File: src/sv/ugot_pkg.sv
// Shared types, codes and constants of the uniform grid occupancy table.
package ugot_pkg;

  // Store geometry
  localparam int unsigned MAX_CELLS = 4096;
  localparam int unsigned CELL_W    = $clog2(MAX_CELLS);
  localparam int unsigned ID_WIDTH  = 16;
  localparam int unsigned RAM_W     = ID_WIDTH + 1;
  localparam int unsigned MAX_SIDE  = 64;
  localparam int unsigned SIDE_W    = $clog2(MAX_SIDE);
  localparam int unsigned LIM_W     = SIDE_W + 1;

  // Operation kinds
  localparam logic [2:0] KIND_INSERT    = 3'd0;
  localparam logic [2:0] KIND_MOVE_POS  = 3'd1;
  localparam logic [2:0] KIND_MOVE_CELL = 3'd2;
  localparam logic [2:0] KIND_QUERY     = 3'd3;
  localparam logic [2:0] KIND_CELL_POS  = 3'd4;

  // Neighbour slot states and special slots
  localparam logic [1:0] SLOT_OUTSIDE  = 2'd0;
  localparam logic [1:0] SLOT_EMPTY    = 2'd1;
  localparam logic [1:0] SLOT_OCCUPIED = 2'd2;
  localparam logic [3:0] SLOT_FIRST    = 4'd0;
  localparam logic [3:0] SLOT_BEFORE_C = 4'd3;
  localparam logic [3:0] SLOT_AFTER_C  = 4'd5;
  localparam logic [3:0] SLOT_LAST     = 4'd8;

  // Configuration register indexes
  localparam logic [2:0] CFG_NUM_COLS  = 3'd0;
  localparam logic [2:0] CFG_NUM_ROWS  = 3'd1;
  localparam logic [2:0] CFG_ORIGIN_X  = 3'd2;
  localparam logic [2:0] CFG_ORIGIN_Y  = 3'd3;
  localparam logic [2:0] CFG_CELL_SIZE = 3'd4;
  localparam logic [2:0] CFG_INV_SIZE  = 3'd5;

  // Axis selection: bit 0 picks y, bit 1 picks the new position
  localparam logic [1:0] AX_OLD_X = 2'd0;
  localparam logic [1:0] AX_OLD_Y = 2'd1;
  localparam logic [1:0] AX_NEW_X = 2'd2;
  localparam logic [1:0] AX_NEW_Y = 2'd3;

  typedef enum logic [2:0] {
    RAM_NONE,
    RAM_CLEAR,
    RAM_RD_DST,
    RAM_WR_SRC_EMPTY,
    RAM_WR_DST_SET,
    RAM_RD_NB
  } ram_op_e;

  typedef struct packed {
    logic [2:0]         kind;
    logic [15:0]        item_id;
    logic signed [23:0] pos_x;
    logic signed [23:0] pos_y;
    logic signed [23:0] new_x;
    logic signed [23:0] new_y;
    logic [11:0]        cell_a;
    logic [11:0]        cell_b;
  } in_t;

  typedef struct packed {
    logic [11:0]        cell_index;
    logic signed [23:0] out_x;
    logic signed [23:0] out_y;
    logic [3:0]         slot;
    logic [1:0]         slot_state;
    logic [15:0]        occupant_id;
    logic [3:0]         neighbour_count;
    logic               status;
    logic               last;
  } out_t;

  // Controller to datapath
  typedef struct packed {
    logic       capture;
    logic       ax_sub;
    logic       ax_lo;
    logic       ax_hi;
    logic       ax_end;
    logic [1:0] ax_sel;
    logic       cell_calc;
    logic       div_start;
    logic       div_step;
    logic       pos_mul;
    ram_op_e    ram_op;
    logic       set_refuse;
    logic       res_load;
    logic       nb_load;
    logic [3:0] slot;
  } cmd_t;

  // Datapath to controller
  typedef struct packed {
    logic [2:0] kind;
    logic       clr_last;
    logic       div_last;
    logic       cells_equal;
    logic       grid_ok;
    logic       dst_occupied;
    logic       out_free;
  } sts_t;

endpackage

File: src/sv/ugot_ctrl.sv
// Controller state machine sequencing the occupancy table datapath.
module ugot_ctrl (
  input  logic          clk_i,
  input  logic          rst_ni,
  input  logic          in_valid_i,
  output logic          in_ready_o,
  input  ugot_pkg::sts_t sts_i,
  output ugot_pkg::cmd_t cmd_o
);
  import ugot_pkg::*;

  typedef enum logic [4:0] {
    S_CLEAR, S_IDLE, S_DISPATCH, S_AX_SUB, S_AX_LO, S_AX_HI, S_AX_END,
    S_CELL, S_MV_EQ, S_INS_WR, S_MV_RD, S_MV_CHK, S_MV_CLR, S_MV_SET,
    S_RESULT, S_DIV, S_POS_MUL, S_NB_RD, S_NB_OUT
  } state_e;

  state_e     state_q, state_d;
  logic [1:0] ax_q, ax_d;
  logic [3:0] slot_q, slot_d;

  assign in_ready_o = (state_q == S_IDLE);

  // Next state and commands
  always_comb begin
    state_d    = state_q;
    ax_d       = ax_q;
    slot_d     = slot_q;
    cmd_o      = '0;
    cmd_o.ram_op = RAM_NONE;
    cmd_o.ax_sel = ax_q;
    cmd_o.slot   = slot_q;
    case (state_q)
      S_CLEAR: begin
        cmd_o.ram_op = RAM_CLEAR;
        if (sts_i.clr_last) state_d = S_IDLE;
      end
      S_IDLE: begin
        if (in_valid_i) begin
          cmd_o.capture = 1'b1;
          state_d = S_DISPATCH;
        end
      end
      S_DISPATCH: begin
        case (sts_i.kind)
          KIND_INSERT, KIND_MOVE_POS: begin
            ax_d    = AX_OLD_X;
            state_d = S_AX_SUB;
          end
          KIND_MOVE_CELL: begin
            if (sts_i.grid_ok) begin
              state_d = S_MV_RD;
            end else begin
              cmd_o.set_refuse = 1'b1;
              state_d = S_RESULT;
            end
          end
          KIND_QUERY, KIND_CELL_POS: begin
            cmd_o.div_start = 1'b1;
            state_d = S_DIV;
          end
          default: state_d = S_IDLE;
        endcase
      end
      S_AX_SUB: begin
        cmd_o.ax_sub = 1'b1;
        state_d = S_AX_LO;
      end
      S_AX_LO: begin
        cmd_o.ax_lo = 1'b1;
        state_d = S_AX_HI;
      end
      S_AX_HI: begin
        cmd_o.ax_hi = 1'b1;
        state_d = S_AX_END;
      end
      S_AX_END: begin
        cmd_o.ax_end = 1'b1;
        if ((sts_i.kind == KIND_INSERT && ax_q == AX_OLD_Y) || ax_q == AX_NEW_Y) begin
          state_d = S_CELL;
        end else begin
          ax_d    = ax_q + 2'd1;
          state_d = S_AX_SUB;
        end
      end
      S_CELL: begin
        cmd_o.cell_calc = 1'b1;
        state_d = (sts_i.kind == KIND_INSERT) ? S_INS_WR : S_MV_EQ;
      end
      S_MV_EQ: begin
        state_d = sts_i.cells_equal ? S_RESULT : S_MV_RD;
      end
      S_INS_WR: begin
        cmd_o.ram_op = RAM_WR_DST_SET;
        state_d = S_RESULT;
      end
      S_MV_RD: begin
        cmd_o.ram_op = RAM_RD_DST;
        state_d = S_MV_CHK;
      end
      S_MV_CHK: begin
        if (sts_i.dst_occupied) begin
          cmd_o.set_refuse = 1'b1;
          state_d = S_RESULT;
        end else begin
          state_d = S_MV_CLR;
        end
      end
      S_MV_CLR: begin
        cmd_o.ram_op = RAM_WR_SRC_EMPTY;
        state_d = S_MV_SET;
      end
      S_MV_SET: begin
        cmd_o.ram_op = RAM_WR_DST_SET;
        state_d = S_RESULT;
      end
      S_RESULT: begin
        if (sts_i.out_free) begin
          cmd_o.res_load = 1'b1;
          state_d = S_IDLE;
        end
      end
      S_DIV: begin
        cmd_o.div_step = 1'b1;
        if (sts_i.div_last) begin
          if (sts_i.kind == KIND_QUERY) begin
            slot_d  = SLOT_FIRST;
            state_d = S_NB_RD;
          end else begin
            state_d = S_POS_MUL;
          end
        end
      end
      S_POS_MUL: begin
        cmd_o.pos_mul = 1'b1;
        state_d = S_RESULT;
      end
      S_NB_RD: begin
        cmd_o.ram_op = RAM_RD_NB;
        state_d = S_NB_OUT;
      end
      S_NB_OUT: begin
        if (sts_i.out_free) begin
          cmd_o.nb_load = 1'b1;
          if (slot_q == SLOT_LAST) begin
            state_d = S_IDLE;
          end else begin
            slot_d  = (slot_q == SLOT_BEFORE_C) ? SLOT_AFTER_C : slot_q + 4'd1;
            state_d = S_NB_RD;
          end
        end
      end
      default: state_d = S_IDLE;
    endcase
  end

  always_ff @(posedge clk_i or negedge rst_ni) begin
    if (!rst_ni) begin
      state_q <= S_CLEAR;
      ax_q    <= AX_OLD_X;
      slot_q  <= SLOT_FIRST;
    end else begin
      state_q <= state_d;
      ax_q    <= ax_d;
      slot_q  <= slot_d;
    end
  end

endmodule

File: config.mk
export PLATFORM = sky130hd
export DESIGN_NAME = ugot_ctrl
export DESIGN_NICKNAME = d
export VERILOG_FILES = /design/src/sv/ugot_pkg.sv /design/src/sv/ugot_ctrl.sv
export SDC_FILE = /design/constraint.sdc
export NUM_CORES = 1
export LEC_CHECK = 0
export BUFFER_PORTS_ARGS = -buffer_cell sky130_fd_sc_hd__buf_2
export CORE_MARGIN = 2
export CORE_UTILIZATION = 25
export CTS_CLUSTER_DIAMETER = 120
export DETAILED_ROUTE_END_ITERATION = 12
export GPL_ROUTABILITY_DRIVEN = 0
export GPL_TIMING_DRIVEN = 0
export SLEW_MARGIN = 15
export SYNTH_ARGS = -nofsm -noshare
export SYNTH_HDL_FRONTEND = slang
export SYNTH_SLANG_ARGS = --single-unit
File: constraint.sdc
create_clock -name clk_i -period 3.25 [get_ports clk_i]
set_input_delay 0.65 -clock clk_i [delete_from_list [all_inputs] [get_ports clk_i]]
set_output_delay 0.65 -clock clk_i [all_outputs]
set_load 0.005 [all_outputs]
==> summary.txt, run 1 <==
Row Count = 24
count of synthesis-stage warnings from yosys = 0
I/O Buffers = 31
Critical Path, Cell by Cell = buf_2 > or3_1 > buf_2 > or2_2 > o41ai_1 > buf_2
crit path DAT = 2.14 ns
most frequent CP cell = buf_2
critical path class = reg -> out
Netlist Area Pre-Place = 0.00111 mm²
worst-margin pin slew = 0.479 ns
cell with the most instances after synthesis = nor2_1
Max-slew headroom = 0.681
clock slew at reported path FFs = 0.05 ns
Area Growth Syn to Fin = 23.9%
Max H-tree Level = 1
hold buffer count at cts = 0
drt pass-1 iters = 4
Fillers = 473
I/O pins = 34
Die X = 70.7 µm
Mapped Cells = 140
sequential element share of the synthesized area = 0.248
Worst-Skew Late Latency = 0.24 ns
Storage cell area = 275 µm²
DR iter-0 viols = 101
worst-case clock buffer depth = 2
average vias per placed instance = 5.19
Final Cell Area = 0.00138 mm²
fin crit share = 0.859
unrepaired setup endpoints after global routing = no
worst-path fanout max = 10
static leakage power = 0.620 nW
Die Y = 70.7 µm
CP delay by family, top = simple AND/OR/NAND/NOR gates
min-delay worst type = in -> async
via count = 1178
final hold slack = 0.288 ns
Initial Util = 0.257
layout cells sized above 1 = 0.251
CP endpoint kind = primary output
DRC = 0
TritonCTS clock tree = yes
Synth Flop Type = dfrtp_1
Netlist cell types = 47
Setup TNS = 0 ns
Synth top area share = 0.248
dpl hpwl = 2.32 mm
critical path's slowest cell = dfrtp_1
slowest stage delay, CP = 0.36 ns
clk_skew = 0.00220 ns
largest cells by area after synthesis = dfrtp_1 25%, nor2_1 4.7%, ha_1 4.5%
GR Util All Layers = 0.124
wirelength, routed = 3.08 mm
total grt overflow = 0
Yosys top cell by area = dfrtp_1
fin. max-slew vios = 0
Power Density = 747 mW/mm²
status = finished, final reports clean
total clock sinks = 11
initial antenna violation count = 0
Worst Setup Start Kind = flop
CTS Buf Count = 3
Post-synth top cells = 14 x nor2_1, 11 x dfrtp_1, 10 x nor3_1, 9 x inv_1
critical path required time = 2.60 ns
clock root buffer = clkbuf_8
cts repair resizes = 0
final setup violation count = 0
Period minus WS final = 2.79 ns
Post-synth EDFFs = 0
core region area = 0.00432 mm²
Final Hold Fails = 0
asr flop ratio synth = 1.00
syn_area_per_cell = 7.94 µm²
DRT antenna net count = 0
highest clock rate = 358 MHz
syn nets = 156
first-pass GRT wire length = 5.06 mm
dpl cell area = 0.00133 mm²
fin nets = 192
max-cap viol count = 0
Buf/Inv on CP = 3
Post-CTS Setup Repair Bufs = 0
die area = 0.00499 mm²
largest net degree at the start of global routing = 12
VDD IR max = 0.154 mV
diode count = 0
Routed WL per cell = 13.6 µm
vias in the first global route = 1067
Worst R2R Setup Slack = 1.33 ns
#FFs+latches synth = 11
area of the multi-input gates = 751 µm²
## area by class of cell
class                           instances  area share
Multi-Input combinational cell        109       0.545
Buffer                                 11      0.0373
Sequential cell                        11       0.200
Clock buffer                            4      0.0327
Timing Repair Buffer                   31       0.113
Inverter                                9      0.0245
Tap cell                               52      0.0473
## registers in the layout (all words and copies together) (netlist names)
register,count
state_q,5
slot_q,4
ax_q,2
## report_power, final
part           internal [mW]  leakage (nW)  switching, mW
combinational          0.282         0.458          0.368
clock                 0.0863        0.0228         0.0530
sequential             0.183         0.139         0.0555
## routing by layer
metal / track usage / wire length (µm) / vias up
li1: - / - / 590
met1: 0.172 / 1490 / 550
met2: 0.195 / 1410 / 34
met3: 0.0214 / 157 / 4
met4: 0.0398 / 29 / 0
met5: 0 / 0 / -
## cells by family (layout without fill, tap and decap cells)
logic type,count (synthesis),count (layout),share of synthesized area
simple gates,64,64,0.321
compound gates,36,36,0.266
flops,11,11,0.248
xor+xnor,1,1,0.00788
buf+inv,20,55,0.0766
mux,4,4,0.0360
fa+ha+maj,4,4,0.0450
## cells in the final DEF, fill, tap and decap left out, drive strengths merged, types with 2 or more instances in the layout
master	n
a211oi	2
a21oi	7
a22oi	2
and2	3
buf	34
clkbuf	12
dfrtp	11
ha	4
inv	9
mux2i	4
nand2	8
nand2b	5
nand3	4
nand3b	2
nand4b	2
nor2	14
nor2b	2
nor3	10
nor3b	2
nor4	3
o21ai	4
o221ai	2
o22a	3
o2bb2ai	2
o32a	2
o41ai	2
or3	4
## worst register-to-register path: cells and delay by family, from the launching register on
| family | cells | cell delay (ns) |
|---|---|---|
| buffers and inverters | 1 | 0.20 |
| AO/OA/AOI/OAI | 1 | 0.26 |
| flip-flops | 1 | 0.33 |
| AND/OR/NAND/NOR | 3 | 1.04 |
## per-stage QoR
step | total power, mW | utilization | setup slack [ns] | instances
floorplan | 0.708 | - | 0.931 | 140
global placement | 0.886 | 0.308 | 0.696 | 223
detailed placement | 0.893 | 0.308 | 0.697 | 223
CTS | 1.04 | 0.318 | 0.441 | 227
global route | 1.13 | 0.318 | 0.324 | 227
finish | 1.03 | 0.318 | 0.459 | 227
## path summary, 6_finish.rpt
path	from	to	cells past startpoint
setup / recovery	state_q[3]	cmd_o[6]	6
hold / removal	rst_ni	slot_q[3]	1
setup reg to reg	state_q[3]	slot_q[0]	5
hold reg to reg	slot_q[3]	slot_q[3]	1
max in group asynchronous	rst_ni	state_q[3]	1
min in group clk_i	slot_q[3]	slot_q[3]	1
(Power assumes the default switching activity.)
==> run 2: changes to the inputs <==
PLACE_DENSITY = 0.43   (was default)
==> run 2 against run 1 <==
Utilization is the same. Sequential cell count is the same. Setup slack gained 0.050 ns. Hold slack lost 0.0083 ns. Register-to-register slack lost 0.02 ns. Maximum frequency grew 1.8%. Die area is the same. Final cell count is the same. Critical endpoint unchanged.
==> summary.txt, run 2 (synthesis results as in run 1) <==
I/O pins = 34 (unchanged)
Max H-tree Level = 1 (unchanged)
fin. max-slew vios = 0 (unchanged)
largest net degree at the start of global routing = 12 (unchanged)
drt pass-1 iters = 4 (unchanged)
fin nets = 192 (unchanged)
CP endpoint kind = primary output
most frequent CP cell = buf_2
I/O Buffers = 31 (unchanged)
slowest stage delay, CP = 0.36 ns (about the same)
Setup TNS = 0 ns (unchanged)
clock root buffer = clkbuf_8
unrepaired setup endpoints after global routing = no
Power Density = 757 mW/mm² (+1.2%)
first-pass GRT wire length = 5.69 mm (+12%)
total grt overflow = 0 (unchanged)
Area Growth Syn to Fin = 23.9% (unchanged)
commonest non-fill, non-tap cells in the layout = 33 x buf_2, 14 x nor2_1, 11 x dfrtp_1, 10 x nor3_1
Register-to-Register Path Depth = 5 (unchanged)
worst-case clock buffer depth = 2 (unchanged)
average vias per placed instance = 5.21 (+0.34%)
cts repair resizes = 0 (unchanged)
Fillers = 487 (+3.0%)
Row Count = 24 (unchanged)
Largest register FFs = 5 (unchanged)
Die Y = 70.7 µm (unchanged)
DRT antenna net count = 0 (unchanged)
wirelength, routed = 3.42 mm (+11%)
Die X = 70.7 µm (unchanged)
final setup violation count = 0 (unchanged)
RR Startpoint = state_q[3]
worst-path fanout max = 10 (unchanged)
total clock sinks = 11 (unchanged)
crit path DAT = 2.09 ns (-0.05 ns)
dpl hpwl = 2.62 mm (+13%)
critical path required time = 2.60 ns (about the same)
Initial Util = 0.257 (unchanged)
vias in the first global route = 1172 (+9.8%)
Routed WL per cell = 15.1 µm (+11%)
Storage cell area = 275 µm² (unchanged)
die area = 0.00499 mm² (unchanged)
Period minus WS final = 2.74 ns (-0.0499 ns)
Critical Path, Cell by Cell = buf_2 > or3_1 > buf_2 > or2_2 > o41ai_1 > buf_2
via count = 1182 (+0.34%)
core region area = 0.00432 mm² (unchanged)
max-cap viol count = 0 (unchanged)
hold buffer count at cts = 0 (unchanged)
Final Hold Fails = 0 (unchanged)
r2r endpoint = slot_q[0]
static leakage power = 0.620 nW (unchanged)
TritonCTS clock tree = yes
Post-CTS Setup Repair Bufs = 0 (unchanged)
critical path's slowest cell = dfrtp_1
commonest non-fill, non-tap cell in the layout = buf_2
Final Cell Area = 0.00138 mm² (unchanged)
Worst R2R Setup Slack = 1.31 ns (-0.02 ns)
DRC = 0 (unchanged)
Max-slew headroom = 0.665 (-0.0154)
Largest regs = state_q x5, slot_q x4, ax_q x2
highest clock rate = 365 MHz (+1.8%)
fin crit share = 0.843 (-0.0154)
layout cells sized above 1 = 0.251 (unchanged)
dpl cell area = 0.00133 mm² (unchanged)
min-delay worst type = in -> async
GR Util All Layers = 0.140 (+0.0167)
clock slew at reported path FFs = 0.05 ns (about the same)
Worst-Skew Late Latency = 0.24 ns (about the same)
Worst Setup Start Kind = flop
CTS Buf Count = 3 (unchanged)
worst-margin pin slew = 0.502 ns (+0.0232 ns)
final hold slack = 0.280 ns (-0.00826 ns)
Top reg by flops = state_q
critical path class = reg -> out
clk_skew = 0.00149 ns (-0.000701 ns)
DR iter-0 viols = 98 (-3.0%)
initial antenna violation count = 0 (unchanged)
status = finished, final reports clean
diode count = 0 (unchanged)
area of the multi-input gates = 751 µm² (unchanged)
VDD IR max = 0.224 mV (+45%)
-- run 2: stage by stage --
stage / utilization / worst slack (ns) / std cells / power, mW
2_1_floorplan: - / 0.931 / 140 / 0.708
3_3_place_gp: 0.308 / 0.756 / 223 / 0.902
3_5_place_dp: 0.308 / 0.757 / 223 / 0.903
4_1_cts: 0.318 / 0.500 / 227 / 1.05
5_1_grt: 0.318 / 0.410 / 227 / 1.13
6_report: 0.318 / 0.509 / 227 / 1.04
-- run 2: routing by layer --
metal / share of wire / vias to the layer above / GRT usage
met5: 0 / - / 0
met4: 0.013 / 0 / 0.0377
met1: 0.46 / 552 / 0.182
met3: 0.054 / 5 / 0.0242
met2: 0.48 / 34 / 0.241
li1: - / 591 / -
-- run 2: critical path, delay by kind of cell (launching register included) --
kind | cells | cell delay (ns)
simple gates | 2 | 0.67
compound gates | 1 | 0.29
flops | 1 | 0.36
buf+inv | 3 | 0.52
-- run 2: worst max path at each step --
stage	from	end	slack [ns]	depth (start not counted)
global route	state_q[3]	cmd_o[4]	0.41	6
global placement	state_q[3]	cmd_o[6]	0.76	6
floorplan	state_q[2]	cmd_o[6]	0.93	5
detailed placement	state_q[3]	cmd_o[6]	0.76	6
finish	state_q[3]	cmd_o[6]	0.51	6
CTS	state_q[3]	cmd_o[6]	0.50	6
-- run 2: where the power goes --
part | internal, mW | switching, mW
clock network | 0.0866 | 0.0574
registers | 0.183 | 0.0577
logic | 0.282 | 0.374
-- run 2: final cells by class --
cell class	count	share of cell area
buffer	11	0.0373
clock buffer	4	0.0327
inverter	9	0.0245
multi-input combinational	109	0.545
sequential	11	0.200
tap	52	0.0473
timing repair buffer	31	0.113
==> run 3: changes to the inputs <==
ABC_AREA = 1   (was default)
PLACE_DENSITY = 0.44   (was 0.43)
clock period = 2.3 ns   (was 3.25 ns; I/O delays follow)
==> run 3 against run 2 <==
Combinational power rose by 55%. Hold slack got worse by 0.20 ns. Via count rose by 1.5%. Clock power rose by 35%. Die area fell by 0.96%. Area after synthesis fell by 1.0%. Final area did not move. Clock-buffer cell count fell by 1. Sequential power rose by 78%. Largest cell class unchanged. Largest power group unchanged.
==> summary.txt, run 3 <==
asr flop ratio synth = 1.00 (unchanged)
Max-slew headroom = 0.749 (+0.0841)
final hold slack = 0.0837 ns (-0.196 ns)
sequential element share of the synthesized area = 0.250 (+0.00254)
clock root buffer = clkbuf_8
dpl hpwl = 2.57 mm (-2.0%)
unrepaired setup endpoints after global routing = no
hold buffer count at cts = 0 (unchanged)
Die X = 70.3 µm (-0.48%)
critical path required time = 1.84 ns (-0.76 ns)
syn_area_per_cell = 6.14 µm² (-23%)
CTS Buf Count = 3 (unchanged)
Initial Util = 0.256 (-0.000826)
Setup crit start = state_q[0]
vias in the first global route = 1131 (-3.5%)
clock slew at reported path FFs = 0.05 ns (about the same)
Worst Setup Start Kind = flop
CP endpoint kind = primary output
cell with the most instances after synthesis = nand2_1
Post-Layout Cell Count = 268 (+18%)
commonest non-fill, non-tap cells in the layout = 46 x nand2_1, 33 x buf_2, 31 x nor2_1, 22 x inv_1, 17 x nand3_1
final setup violation count = 0 (unchanged)
Worst R2R Setup Slack = 0.61 ns (-0.70 ns)
worst-case clock buffer depth = 2 (unchanged)
RR Startpoint = state_q[0]
Post-synth top cells = 46 x nand2_1, 31 x nor2_1, 22 x inv_1, 17 x nand3_1, 11 x dfrtp_1
Post-synth EDFFs = 0 (unchanged)
Period minus WS final = 2.01 ns
Largest regs = state_q x5, slot_q x4, ax_q x2
total clock sinks = 11 (unchanged)
cts repair resizes = 0 (unchanged)
count of synthesis-stage warnings from yosys = 0 (unchanged)
first-pass GRT wire length = 5.15 mm (-9.5%)
VDD IR max = 0.353 mV (+58%)
clk_skew = 0.00354 ns (+0.00204 ns)
layout cells sized above 1 = 0.269 (+0.0171)
critical path class = reg -> out
Area Growth Syn to Fin = 25.1%
total grt overflow = 0 (unchanged)
drt pass-1 iters = 4 (unchanged)
average vias per placed instance = 4.48 (-14%)
crit path DAT = 1.55 ns (-0.54 ns)
Fillers = 516 (+6.0%)
largest cells by area after synthesis = dfrtp_1 25%, nand2_1 16%, nor2_1 11%
dpl cells = 264 (+18%)
Setup TNS = 0 ns (unchanged)
initial antenna violation count = 0 (unchanged)
highest clock rate = 497 MHz
Routed WL per cell = 11.7 µm (-22%)
DRC = 0 (unchanged)
fin nets = 233 (+21%)
Power Density = 1190 mW/mm² (+58%)
Final Hold Fails = 0 (unchanged)
worst-path fanout max = 6 (-4)
via count = 1200 (+1.5%)
static leakage power = 0.794 nW (+28%)
status = finished, final reports clean
Worst-Skew Late Latency = 0.24 ns (about the same)
min-delay worst type = in -> async
#FFs+latches synth = 11 (unchanged)
fin. max-slew vios = 0 (unchanged)
diode count = 0 (unchanged)
wirelength, routed = 3.13 mm (-8.3%)
commonest non-fill, non-tap cell in the layout = nand2_1
DRT antenna net count = 0 (unchanged)
Yosys top cell by area = dfrtp_1
DR iter-0 viols = 89 (-9.2%)
worst-margin pin slew = 0.376 ns (-0.126 ns)
die area = 0.00495 mm² (-0.96%)
GR Util All Layers = 0.130 (-0.0106)
Largest register FFs = 5 (unchanged)
Synth Flop Type = dfrtp_1
utilization after layout = 0.321 (+0.00223)
Synth top area share = 0.250 (+0.00254)
Netlist Area Pre-Place = 0.00110 mm² (-1.0%)
Top reg by flops = state_q
Row Count = 24 (unchanged)
Max H-tree Level = 1 (unchanged)
max-cap viol count = 0 (unchanged)
r2r endpoint = state_q[3]
syn nets = 195 (+25%)
TritonCTS clock tree = yes
post-route total power = 1.64 mW (+58%)
I/O Buffers = 33 (+6.5%)
Register-to-Register Path Depth = 9 (+4)
I/O pins = 34 (unchanged)
core region area = 0.00429 mm² (-0.69%)
fin crit share = 0.876
Mapped Cells = 179 (+28%)
Netlist cell types = 24 (-49%)
largest net degree at the start of global routing = 12 (unchanged)
Post-CTS Setup Repair Bufs = 0 (unchanged)
Die Y = 70.3 µm (-0.48%)
-- run 3: changes by cell type in the layout (fill, tap and decap cells not counted), moves of 5 or more --
cell	change
nor2_1	+17
nand3_1	+13
nor2_2	+5
nand2b_1	-5
clkbuf_1	-9
nand2_1	+38
nand2_2	+5
inv_1	+13
-- run 3: power by group --
part	internal [mW]	switching [mW]	total [mW]
Combinational	0.382	0.639	1.02
Sequential	0.290	0.138	0.428
Clock	0.119	0.0757	0.195
-- run 3: layer usage --
| metal | wire length, µm | up-vias | part of all wire | global-route usage |
|---|---|---|---|---|
| li1 | - | 643 | - | - |
| met3 | 120 | 10 | 0.038 | 0.0231 |
| met1 | 1460 | 523 | 0.47 | 0.166 |
| met5 | 0 | - | 0 | 0 |
| met4 | 95 | 0 | 0.030 | 0.0620 |
| met2 | 1460 | 24 | 0.46 | 0.209 |
-- run 3: worst max-delay path by stage --
stage	slack (ns)	endpoint
after floorplan	0.80	cmd_o[4]
after global placement	0.52	cmd_o[8]
after detailed placement	0.55	cmd_o[8]
after CTS	0.27	cmd_o[8]
after global routing	0.15	cmd_o[4]
final	0.29	cmd_o[12]
-- run 3: cell type report --
type | instances | area (µm²) | area share
Timing Repair Buffer | 33 | 165 | 0.120
Tap cell | 52 | 65.1 | 0.0473
Clock buffer | 3 | 41.3 | 0.0300
Clock inverter | 1 | 5.00 | 0.00364
Sequential cell | 11 | 275 | 0.200
Inverter | 25 | 93.8 | 0.0682
Multi-Input combinational cell | 142 | 723 | 0.525
Buffer | 1 | 7.51 | 0.00545
-- run 3: cells by family (layout without fill, tap and decap cells) --
group                    after synthesis  after routing  share of synthesized area
AND/OR/NAND/NOR                      121            121                      0.522
AO/OA/AOI/OAI                         15             15                     0.0739
adder cells (fa/ha/maj)                4              4                     0.0455
flip-flops                            11             11                      0.250
XOR/XNOR                               2              2                     0.0159
buffers and inverters                 26             63                     0.0922
-- run 3: critical path: stages, from the launching register on --
cell	delay, ns
dfrtp_1	0.43
inv_1	0.14
nand2_2	0.15
inv_1	0.16
nand3_1	0.17
nor2_1	0.14
buf_2	0.12
-- run 3: stage by stage --
stage | cell area [µm²] | setup slack [ns]
floorplan | 1100 | 0.796
global placement | 1330 | 0.521
detailed placement | 1330 | 0.546
CTS | 1380 | 0.275
global route | 1380 | 0.155
finish | 1380 | 0.286
